==> src/hdl/pkmer_pkg.sv <==
// ----------------------------------------------------------------------------
// pkmer_pkg: shared types and constants of the profile most probable k-mer scan
// Field widths, fixed-point constants, operation codes and the control bundle
// that the top level hands to each scoring cell.
// ----------------------------------------------------------------------------
package pkmer_pkg;

    localparam int NUC_W          = 2;
    localparam int COL_W          = 4;
    localparam int PROB_W         = 17;
    localparam int PROB_FRAC_BITS = 16;
    localparam int SCORE_W        = 33;
    localparam int START_W        = 20;
    localparam int BASES_W        = 32;
    localparam int CFG_W          = 5;
    localparam int PP_SLOTS       = 16;
    localparam int NUC_CODES      = 4;
    localparam int S_TDATA_W      = 24;
    localparam int M_TDATA_W      = 88;

    localparam logic [PROB_W-1:0]  PROB_ONE  = PROB_W'(1) << PROB_FRAC_BITS;
    localparam logic [SCORE_W-1:0] SCORE_ONE = SCORE_W'(1) << (SCORE_W - 1);
    localparam logic [CFG_W-1:0]   WINDOW_LENGTH_RESET = CFG_W'(1);

    typedef enum logic {
        OP_PROFILE_WRITE = 1'b0,
        OP_BASE          = 1'b1
    } op_t;

    typedef struct packed {
        logic              wr_en;
        logic              shift_en;
        logic              clear;
        logic [NUC_W-1:0]  nuc;
        logic [PROB_W-1:0] prob;
    } cell_ctrl_t;

endpackage

==> src/hdl/pkmer_cell.sv <==
// ----------------------------------------------------------------------------
// pkmer_cell: one window position of the scoring chain
// Holds the four profile entries of its column and the partial product of the
// window that has received as many bases as its place in the chain. On each
// base it scales the product handed over by its left neighbor.
// ----------------------------------------------------------------------------
module pkmer_cell (
    input  logic                                aclk,
    input  logic                                aresetn,
    input  pkmer_pkg::cell_ctrl_t               ctrl,
    input  logic [pkmer_pkg::SCORE_W-1:0]       prev_pp,
    output logic [pkmer_pkg::SCORE_W-1:0]       pp
);
    import pkmer_pkg::*;

    localparam int PROD_W = SCORE_W + PROB_W;

    logic [PROB_W-1:0]  prob_reg [NUC_CODES];
    logic [SCORE_W-1:0] pp_reg;
    logic [SCORE_W-1:0] pp_next;
    logic [PROD_W-1:0]  product;

    always_ff @(posedge aclk) begin
        if (ctrl.wr_en) begin
            prob_reg[ctrl.nuc] <= ctrl.prob;
        end
    end

    // Truncating Q1.32 by Q1.16 multiply; both operands are at most one.
    always_comb begin
        product = PROD_W'(prev_pp) * PROD_W'(prob_reg[ctrl.nuc]);
        pp_next = pp_reg;
        if (ctrl.clear) begin
            pp_next = '0;
        end else if (ctrl.shift_en) begin
            pp_next = product[PROB_FRAC_BITS +: SCORE_W];
        end
    end

    always_ff @(posedge aclk) begin
        if (!aresetn) begin
            pp_reg <= '0;
        end else begin
            pp_reg <= pp_next;
        end
    end

    assign pp = pp_reg;

endmodule

==> config.mk <==
export PLATFORM = sky130hd
export DESIGN_NAME = pkmer_cell
export DESIGN_NICKNAME = d
export VERILOG_FILES = /design/src/hdl/pkmer_pkg.sv /design/src/hdl/pkmer_cell.sv
export SDC_FILE = /design/constraint.sdc
export NUM_CORES = 1
export LEC_CHECK = 0
export ABC_AREA = 1
export BUFFER_PORTS_ARGS = -buffer_cell sky130_fd_sc_hd__buf_2
export CAP_MARGIN = 20
export CORE_MARGIN = 10
export CORE_UTILIZATION = 35
export CTS_CLUSTER_SIZE = 30
export DETAILED_ROUTE_END_ITERATION = 10
export PLACE_DENSITY = 0.59
export SETUP_SLACK_MARGIN = 0.2
export SYNTH_ARGS = -nofsm -noshare
export SYNTH_HDL_FRONTEND = slang
export SYNTH_SLANG_ARGS = --single-unit
==> constraint.sdc <==
create_clock -name aclk -period 7.3 [get_ports aclk]
set_clock_uncertainty 0.15 [all_clocks]
set_input_delay 0.365 -clock aclk [delete_from_list [all_inputs] [get_ports aclk]]
set_output_delay 0.365 -clock aclk [all_outputs]
set_load 0.05 [all_outputs]
==> results of run 1 <==
worst register-to-register path: stages (launching register included):
cell	delay, ns
edfxtp_1	0.37
a22o_1	0.26
a221oi_4	0.36
buf_12	0.25
nor2_1	0.11
fa_1	0.56
fa_1	0.44
fa_1	0.54
fa_1	0.45
fa_1	0.51
inv_1	0.07
fa_1	0.48
inv_1	0.06
ha_1	0.39
a21oi_1	0.25
o21ai_0	0.19
a21oi_1	0.36
o21ai_0	0.18
nand2_1	0.15
nand3_1	0.08
nand2_1	0.07
nand3_1	0.11
nand2_1	0.10
inv_1	0.04
layout make-up:
type	count	area, um2	area share
clock buffers	9	225	0.00958
clock inverters	6	80.1	0.00340
inverters	677	2540	0.108
multi-input cells	1778	15900	0.675
flip-flops and latches	101	2700	0.115
well taps	790	988	0.0420
repair buffers	151	1100	0.0469
through the flow:
stage | cells | hold WS [ns] | worst slack [ns] | utilization | cell area, um2
2_1_floorplan | 2655 | 0.314 | 1.00 | - | 21600
3_3_place_gp | 3494 | 0.314 | 0.0999 | 0.378 | 23200
3_5_place_dp | 3494 | 0.320 | 0.0653 | 0.378 | 23200
4_1_cts | 3509 | 0.0484 | 0.429 | 0.382 | 23500
5_1_grt | 3512 | 0.0587 | 0.175 | 0.383 | 23500
6_report | 3512 | 0.0583 | 0.422 | 0.383 | 23500
cells by family after synthesis:
group,after synthesis,share of synthesized area
compound gates,178,0.0501
simple gates,1010,0.184
xor+xnor,11,0.00446
fa+ha+maj,579,0.495
flops,101,0.125
buf+inv,776,0.141
placed cells by master, fill, tap and decap left out, types with 3 or more instances in the layout:
| cell | instances |
|---|---|
| a21o_1 | 9 |
| o21ai_0 | 50 |
| o21bai_1 | 5 |
| nor3_1 | 6 |
| nand3_1 | 59 |
| ha_1 | 118 |
| o211ai_1 | 3 |
| and2_1 | 14 |
| clkinv_1 | 5 |
| nand2_1 | 558 |
| buf_4 | 46 |
| buf_2 | 89 |
| nor2_1 | 349 |
| inv_1 | 661 |
| edfxtp_1 | 68 |
| a21oi_1 | 70 |
| a22oi_1 | 27 |
| nand4_1 | 12 |
| o21a_1 | 3 |
| dfxtp_1 | 33 |
| inv_2 | 9 |
| xor2_1 | 9 |
| clkbuf_16 | 9 |
| buf_12 | 15 |
| fa_1 | 461 |
synthesized netlist by cell type, types with 3 or more instances:
library cell | number | area, um2
o21a_1 | 3 | 22.5
a22oi_1 | 27 | 203
a21oi_1 | 70 | 350
inv_1 | 661 | 2480
dfxtp_1 | 33 | 661
edfxtp_1 | 68 | 2040
xor2_1 | 9 | 78.8
buf_1 | 8 | 30.0
buf_6 | 8 | 90.1
clkbuf_1 | 41 | 154
o21bai_1 | 5 | 37.5
buf_2 | 33 | 165
nand3_1 | 59 | 295
ha_1 | 118 | 1480
and2_1 | 14 | 87.6
nor3_1 | 9 | 45.0
buf_4 | 9 | 67.6
clkinv_1 | 5 | 18.8
fa_1 | 461 | 9230
o21ai_0 | 52 | 260
nor2_1 | 349 | 1310
o211ai_1 | 3 | 22.5
nand4_1 | 12 | 75.1
nand2_1 | 558 | 2090
a21o_1 | 9 | 67.6
inv_2 | 11 | 41.3
worst paths after layout:
check / cells after the start / slack, ns / to / from
max: 27 / 0.42 / pp[27] / ctrl[18]
min: 1 / 0.06 / prob_reg[1][7] / ctrl[7]
max reg2reg: 23 / 0.67 / pp[27] / prob_reg[1][15]
min reg2reg: 2 / 0.34 / pp[7] / pp[7]
per-layer routing:
metal | track usage | up-vias
met2 | 0.327 | 635
met4 | 0.0729 | 8
met1 | 0.239 | 8669
met5 | 0 | -
li1 | - | 7849
met3 | 0.0324 | 121
timing repair:
| item | 4_1_cts | 5_1_grt |
|---|---|---|
| setup buffers | 0 | 3 |
| hold buffers | 0 | 0 |
| gates resized for setup | 0 | 7 |
| setup endpoints to repair | 0 | 18 |
==> impl_results.md, run 1 <==
* Worst Path Max Fanout at 22
* Antenna Cells at 0
* Area Growth Syn to Fin at 8.86%
* Num ports at 90
* Pin count of the biggest net entering global routing at between 60 and 70
* Avg Cell Area, Syn at 8.14 um2
* Mapped Area at 0.0216 mm2
* Endpoints failing setup at 0
* Antenna viol nets, final at 0
* Layout cells sized above 1 at 0.0691
* Rel. slew slack at 0.369
* Final hold vios at 0
* Die height at approximately 270 um
* Synth warnings at 0
* Delay-heaviest family, CP: adder cells
* Buffers & Inverters on Critical Path at 7
* Crit-path most repeated cell: fa_1
* Met2 WL post-DR at ~32000 um
* Synth unique cells at 40
* Peak Freq at between 100 and 150 MHz
* Synth Instances at 2655
* Critical path's largest stage delay at 0.56 ns
* Worst Path Arrival at between 6 and 7 ns
* Clock latency on the worst-skew pair at ~0.36 ns
* Unrepaired setup endpoints after global routing: yes
* Clock Tree Root: clkbuf_16
* Drt drc at 0
* Async S/R FF share, synth at 0
* Slowest CP cell: fa_1
* Sequential share of the synthesized area at 0.125
* Setup tns final at 0 ns
* Final min period at 6.88 ns
* Horiz. Die Dim at between 200 and 300 um
* Grt ovf at 0
* Initial core utilization at 0.352
* CP Class: input pin to register
* Status: finished clean
* Die area at just over 0.07 mm2
* All-Layer GR Usage at 0.191
* Met3 wire len at 4980 um
* CP Launch Type: input pin
* CP endpoint kind: register
* Initial DRC count at 1000
* Fin nets at roughly 3400
* Final Cycle Share at 0.942
* Max-slew violations at 0
* Avg WL per Cell at 18.8 um
* CTS tree: yes
* Max reg flops at about 70
* Sink Count at 101
* Slew @ Worst Pin at 0.946 ns
* IO buf count at 89
* Vias per cell at roughly 5
* Yosys reg bits at 101
* First drt pass iteration count at 5
* Critical Path RT at 7.42 ns
* Rows at 91
* Post-DP HPWL at 53100 um
* First-pass GRT wire length at 105000 um
* Vias in the first global route at roughly 19000
* EDFF count, synth at 68
* Initial antenna violation count at 4
* Routed wire length at between 60000 and 70000 um
* Ys flop type: edfxtp_1
* Via Count at 17300
* Max_cap viols at 0
* Core area at 0.0614 mm2
* Highest Signal Layer: met5
* Fillers at approximately 6300
* H-tree lvl count at 3
* GP Congestion at 0.942
* Num CTS Buffers at 9
* Hold Crit Class: input pin to register
* Clk slew on worst S/H paths at 0.08 ns
* Clk buf depth at 2
* Mapped Nets at 3291
* Met1 Wirelength at about 26000 um
Power of run 1 is not shown: default switching activity piles up to over one toggle a cycle in this logic, so the estimate is an artifact.
==> run 2: changes to the inputs <==
--- a/config.mk
+++ b/config.mk
@@ -9,10 +9,11 @@
 export BUFFER_PORTS_ARGS = -buffer_cell sky130_fd_sc_hd__buf_2
 export CAP_MARGIN = 20
 export CORE_MARGIN = 10
-export CORE_UTILIZATION = 35
+export CORE_UTILIZATION = 55
 export CTS_CLUSTER_SIZE = 30
 export DETAILED_ROUTE_END_ITERATION = 10
-export PLACE_DENSITY = 0.59
+export PLACE_DENSITY = 0.81
+export RECOVER_POWER = 50
 export SETUP_SLACK_MARGIN = 0.2
 export SYNTH_ARGS = -nofsm -noshare
 export SYNTH_HDL_FRONTEND = slang
==> run 2 against run 1 <==
Against the previous run: global-route usage rose by 8.7 points; non-clock buffer count fell by 10; sequential share of layout area increased by 0.26 points; critical path depth up 3; register-to-register slack improved by 0.04 ns; final cell count decreased by 7.9%; setup slack gained 0.058 ns; die area fell by 34%; via count rose by 4.1%; cell area decreased by 2.2%; flip-flop and latch count stayed put; largest cell class unchanged.
==> impl_results.md, run 2 (same netlist as run 1, synthesis figures left out) <==
* Status: finished clean
* Fillers at 3434
* Antenna viol nets, final at 0
* Final hold vios at 0
* Post-DP HPWL at 52000 um
* Vias in the first global route at 19900
* Core area at 0.0387 mm2
* Sink Count at around 100
* Die height at 218 um
* Num CTS Buffers at 9
* Horiz. Die Dim at 218 um
* Commonest cells after routing, fill and taps aside: inv_1 (662), nand2_1 (558), fa_1 (461)
* Drt drc at 0
* Layout cells sized above 1 at 0.0553
* Initial antenna violation count at 3
* Setup tns final at 0 ns
* Commonest non-fill, non-tap cell in the layout: inv_1
* Critical Path RT at 7.40 ns
* Max_cap viols at 0
* CP endpoint kind: register
* Avg WL per Cell at 19.8 um
* Endpoints failing setup at 0
* Rel. slew slack at 0.253
* Unrepaired setup endpoints after global routing: no
* Grt ovf at 0
* Area Growth Syn to Fin at 6.49%
* CP Class: input pin to register
* Clk buf depth at 2
* Final Cycle Share at 0.934
* Slowest CP cell: fa_1
* Via Count at about 18000
* Initial DRC count at 1611
* Hold_buf cts at 0
* Worst Path Max Fanout at 30
* Max reg flops at 68
* Fin nets at 3344
* Worst Path Arrival at 6.92 ns
* Critical path's largest stage delay at 0.60 ns
* Die area at 0.0476 mm2
* GP Congestion at 0.977
* Peak Freq at 147 MHz
* Post-CTS Resized at 0
* Area of the multi-input gates at 0.0159 mm2
* Hold Crit Class: input pin to register
* Pin count of the biggest net entering global routing at between 60 and 70
* Clock Tree Root: clkbuf_16
* Clk slew on worst S/H paths at approximately 0.070 ns
* CP Launch Type: input pin
* First-pass GRT wire length at between 100000 and 150000 um
* CTS tree: yes
* Storage cell area at 0.00270 mm2
* Slew @ Worst Pin at approximately 1.1 ns
* Vias per cell at 5.56
* First drt pass iteration count at 6
* Max-slew violations at 0
* IO buf count at 89
* Num ports at 90
* Clock latency on the worst-skew pair at ~0.35 ns
* Final min period at 6.82 ns
* Crit-path most repeated cell: inv_1
* Rows at roughly 70
* H-tree lvl count at 3
* Initial core utilization at 0.558
* Routed wire length at 63900 um
* All-Layer GR Usage at 0.278
* Post-CTS Setup Inserts at 0
## run 2: cell types whose count changed in the layout (fill, tap and decap cells not counted), moves of 3 or more
| cell | before | now |
|---|---|---|
| clkbuf_1 | 0 | 29 |
| buf_2 | 89 | 62 |
| buf_4 | 46 | 37 |
| buf_12 | 15 | 12 |
| nor3_1 | 6 | 9 |
## run 2: worst max-delay path: cells and delay by family
kind	cells	cell delay, ns
buffers and inverters	10	1.13
AOI/OAI and AO/OA	1	0.10
and+or+nand+nor	12	1.81
adders and majority gates	7	3.49
## run 2: final timing paths
path / cells past startpoint / startpoint / to / slack (ns)
worst min-delay path: 1 / ctrl[15] / prob_reg[2][15] / 0.11
worst min register to register: 2 / pp[15] / pp[15] / 0.34
worst max-delay path: 30 / ctrl[18] / pp[23] / 0.48
worst max register to register: 26 / prob_reg[0][8] / pp[23] / 0.71
## run 2: per-stage QoR
step	instance area (um2)	worst slack, ns	hold WS, ns	util	cells
after global placement	22700	0.172	0.308	0.587	3215
after CTS	23000	0.487	0.0616	0.594	3231
after detailed placement	22700	0.126	0.318	0.587	3215
after floorplan	21600	1.00	0.314	-	2655
after global routing	23000	0.136	0.133	0.594	3232
final	23000	0.480	0.109	0.594	3233
## run 2: cell type report
class | count | area share
multi-input combinational | 1778 | 0.689
antenna | 2 | 0.000218
sequential | 101 | 0.117
clock buffer | 10 | 0.00995
inverter | 677 | 0.111
tap | 518 | 0.0282
timing repair buffer | 141 | 0.0415
clock inverter | 6 | 0.00239
## run 2: routing by layer
metal,global-route usage,routed length (um),part of all wire
met2,0.459,30200,0.47
met5,0,0,0
met4,0.159,3840,0.060
met1,0.335,23400,0.37
met3,0.0550,6390,0.10
Power of run 2 is left out for the same reason.
==> run 3: changes to the inputs <==
--- a/config.mk
+++ b/config.mk
@@ -9,10 +9,11 @@
 export BUFFER_PORTS_ARGS = -buffer_cell sky130_fd_sc_hd__buf_2
 export CAP_MARGIN = 20
 export CORE_MARGIN = 10
-export CORE_UTILIZATION = 55
+export CORE_UTILIZATION = 50
 export CTS_CLUSTER_SIZE = 30
 export DETAILED_ROUTE_END_ITERATION = 10
-export PLACE_DENSITY = 0.81
+export GPL_TIMING_DRIVEN = 0
+export PLACE_DENSITY = 0.76
 export RECOVER_POWER = 50
 export SETUP_SLACK_MARGIN = 0.2
 export SYNTH_ARGS = -nofsm -noshare
==> run 3 against run 2 <==
Against the previous run: sequential share of layout area is 0.18 points lower; cell area increased by 1.6%; register-to-register slack worse by 0.33 ns; critical endpoint is now pp[21]; setup slack got worse by 0.14 ns; critical path type unchanged.
==> impl_results.md, run 3 (same netlist as run 1, synthesis figures left out) <==
* Critical Path RT at 7.40 ns
* Max reg flops at 68
* Unrepaired setup endpoints after global routing: yes
* Die height at 228 um
* Vias per cell at around 5.4
* Antenna viol nets, final at 0
* Worst Path Max Fanout at 10
* Critical R2R Capture: pp[21]
* GP Congestion at 0.991
* CP Launch Type: input pin
* Hold Crit Class: input pin to register
* CP Class: input pin to register
* Critical path destination: pp[21]
* Sink Count at 101
* Avg WL per Cell at 19.6 um
* Commonest cells after routing, fill and taps aside: inv_1 (654), nand2_1 (555), fa_1 (458)
* Via Count at 17900
* Vias in the first global route at 19300
* Layout cells sized above 1 at 0.0735
* Horiz. Die Dim at between 200 and 250 um
* Clock latency on the worst-skew pair at 0.35 ns
* First-pass GRT wire length at about 100000 um
* Initial DRC count at 1515
* Die area at 0.0519 mm2
* Antenna Cells at 0
* Clk buf depth at 2
* Max_cap viols at 0
* Clk slew on worst S/H paths at 0.08 ns
* CP endpoint kind: register
* Slew @ Worst Pin at 1.27 ns
* Worst Path Arrival at 7.05 ns
* Final min period at 6.96 ns
* First drt pass iteration count at 6
* Fin area at 0.0234 mm2
* Drt drc at 0
* Rel. slew slack at 0.150
* Pin count of the biggest net entering global routing at 19
* Core area at 0.0429 mm2
* Num ports at 90
* Crit. Startpoint: ctrl[18]
* Initial core utilization at 0.504
* Max-slew violations at 0
* Slowest CP cell: fa_1
* Final Cycle Share at 0.953
* Reg2reg path depth at 25
* Fin nets at 3392
* Peak Freq at 144 MHz
* IO buf count at 80
* All-Layer GR Usage at 0.257
* Reg2reg start: prob_reg[3][2]
* CTS tree: yes
* Initial antenna violation count at 2
* Routed wire length at 65700 um
* Status: finished clean
* Commonest non-fill, non-tap cell in the layout: inv_1
* Post-DP HPWL at 55000 um
* Endpoints failing setup at 0
* Rows at 76
* Area Growth Syn to Fin at 8.16%
* Cell area after placement at 0.0228 mm2
* Grt ovf at 0
* Clock Tree Root: clkbuf_16
* H-tree lvl count at 3
* Critical path's largest stage delay at 0.59 ns
* Num CTS Buffers at 9
* Final hold vios at 0
* Worst R2R Setup Slack at 0.38 ns
run 3: cell types whose count changed in the layout (fill, tap and decap cells not counted), moves of 11 or more:
cell	change
nor2_1	-19
buf_4	-13
buf_12	-11
a21oi_2	+14
buf_6	+15
a21oi_1	-14
o21ai_0	-11
clkbuf_1	+46
nor2_2	+14
run 3: metrics by stage:
stage / setup TNS, ns / hold WS, ns / std cells / setup WS (ns) / utilization
5_1_grt: 0 / 0.122 / 3346 / 0.0826 / 0.545
2_1_floorplan: 0 / 0.314 / 2655 / 1.00 / -
4_1_cts: 0 / 0.0691 / 3339 / 0.204 / 0.539
3_3_place_gp: -4.55 / 0.311 / 3320 / -0.361 / 0.530
3_5_place_dp: -5.85 / 0.327 / 3322 / -0.417 / 0.531
6_report: 0 / 0.112 / 3346 / 0.342 / 0.545
run 3: final cells by class:
type | count | area [um2]
buffer | 99 | 589
clock buffer | 9 | 225
clock inverter | 7 | 56.3
fill | 4006 | 19500
inverter | 677 | 2570
multi-input combinational | 1778 | 16000
sequential | 101 | 2700
tap | 585 | 732
timing repair buffer | 90 | 449
run 3: worst min path at each step:
stage               slack, ns     start  depth (start not counted)         endpoint
CTS                      0.07  ctrl[11]                          1  prob_reg[1][11]
global placement         0.31    pp[15]                          2           pp[15]
detailed placement       0.33    pp[15]                          2           pp[15]
floorplan                0.31   ctrl[0]                          0   prob_reg[0][0]
global route             0.12  ctrl[14]                          1  prob_reg[0][14]
finish                   0.11  ctrl[11]                          1  prob_reg[1][11]
run 3: critical path: cells and delay by family:
family	cells	cell delay [ns]
AND/OR/NAND/NOR	11	1.86
AO/OA/AOI/OAI	1	0.08
adder cells (fa/ha/maj)	7	3.46
buffers and inverters	10	1.26
run 3: what timing repair did:
action,in CTS,in global routing
pin swaps,1,1
hold buffers,0,0
endpoints found under the setup margin,21,31
gates resized for setup,25,99
setup buffers,1,7
run 3: per-layer routing:
layer / routed length [um] / share of wire / vias to the layer above / GRT usage
li1: - / - / 7939 / -
met1: 24800 / 0.38 / 8828 / 0.315
met2: 30300 / 0.46 / 906 / 0.415
met3: 6040 / 0.092 / 231 / 0.0489
met4: 4510 / 0.069 / 2 / 0.157
met5: 12 / 0.00018 / - / 0
Power of run 3 is left out for the same reason.
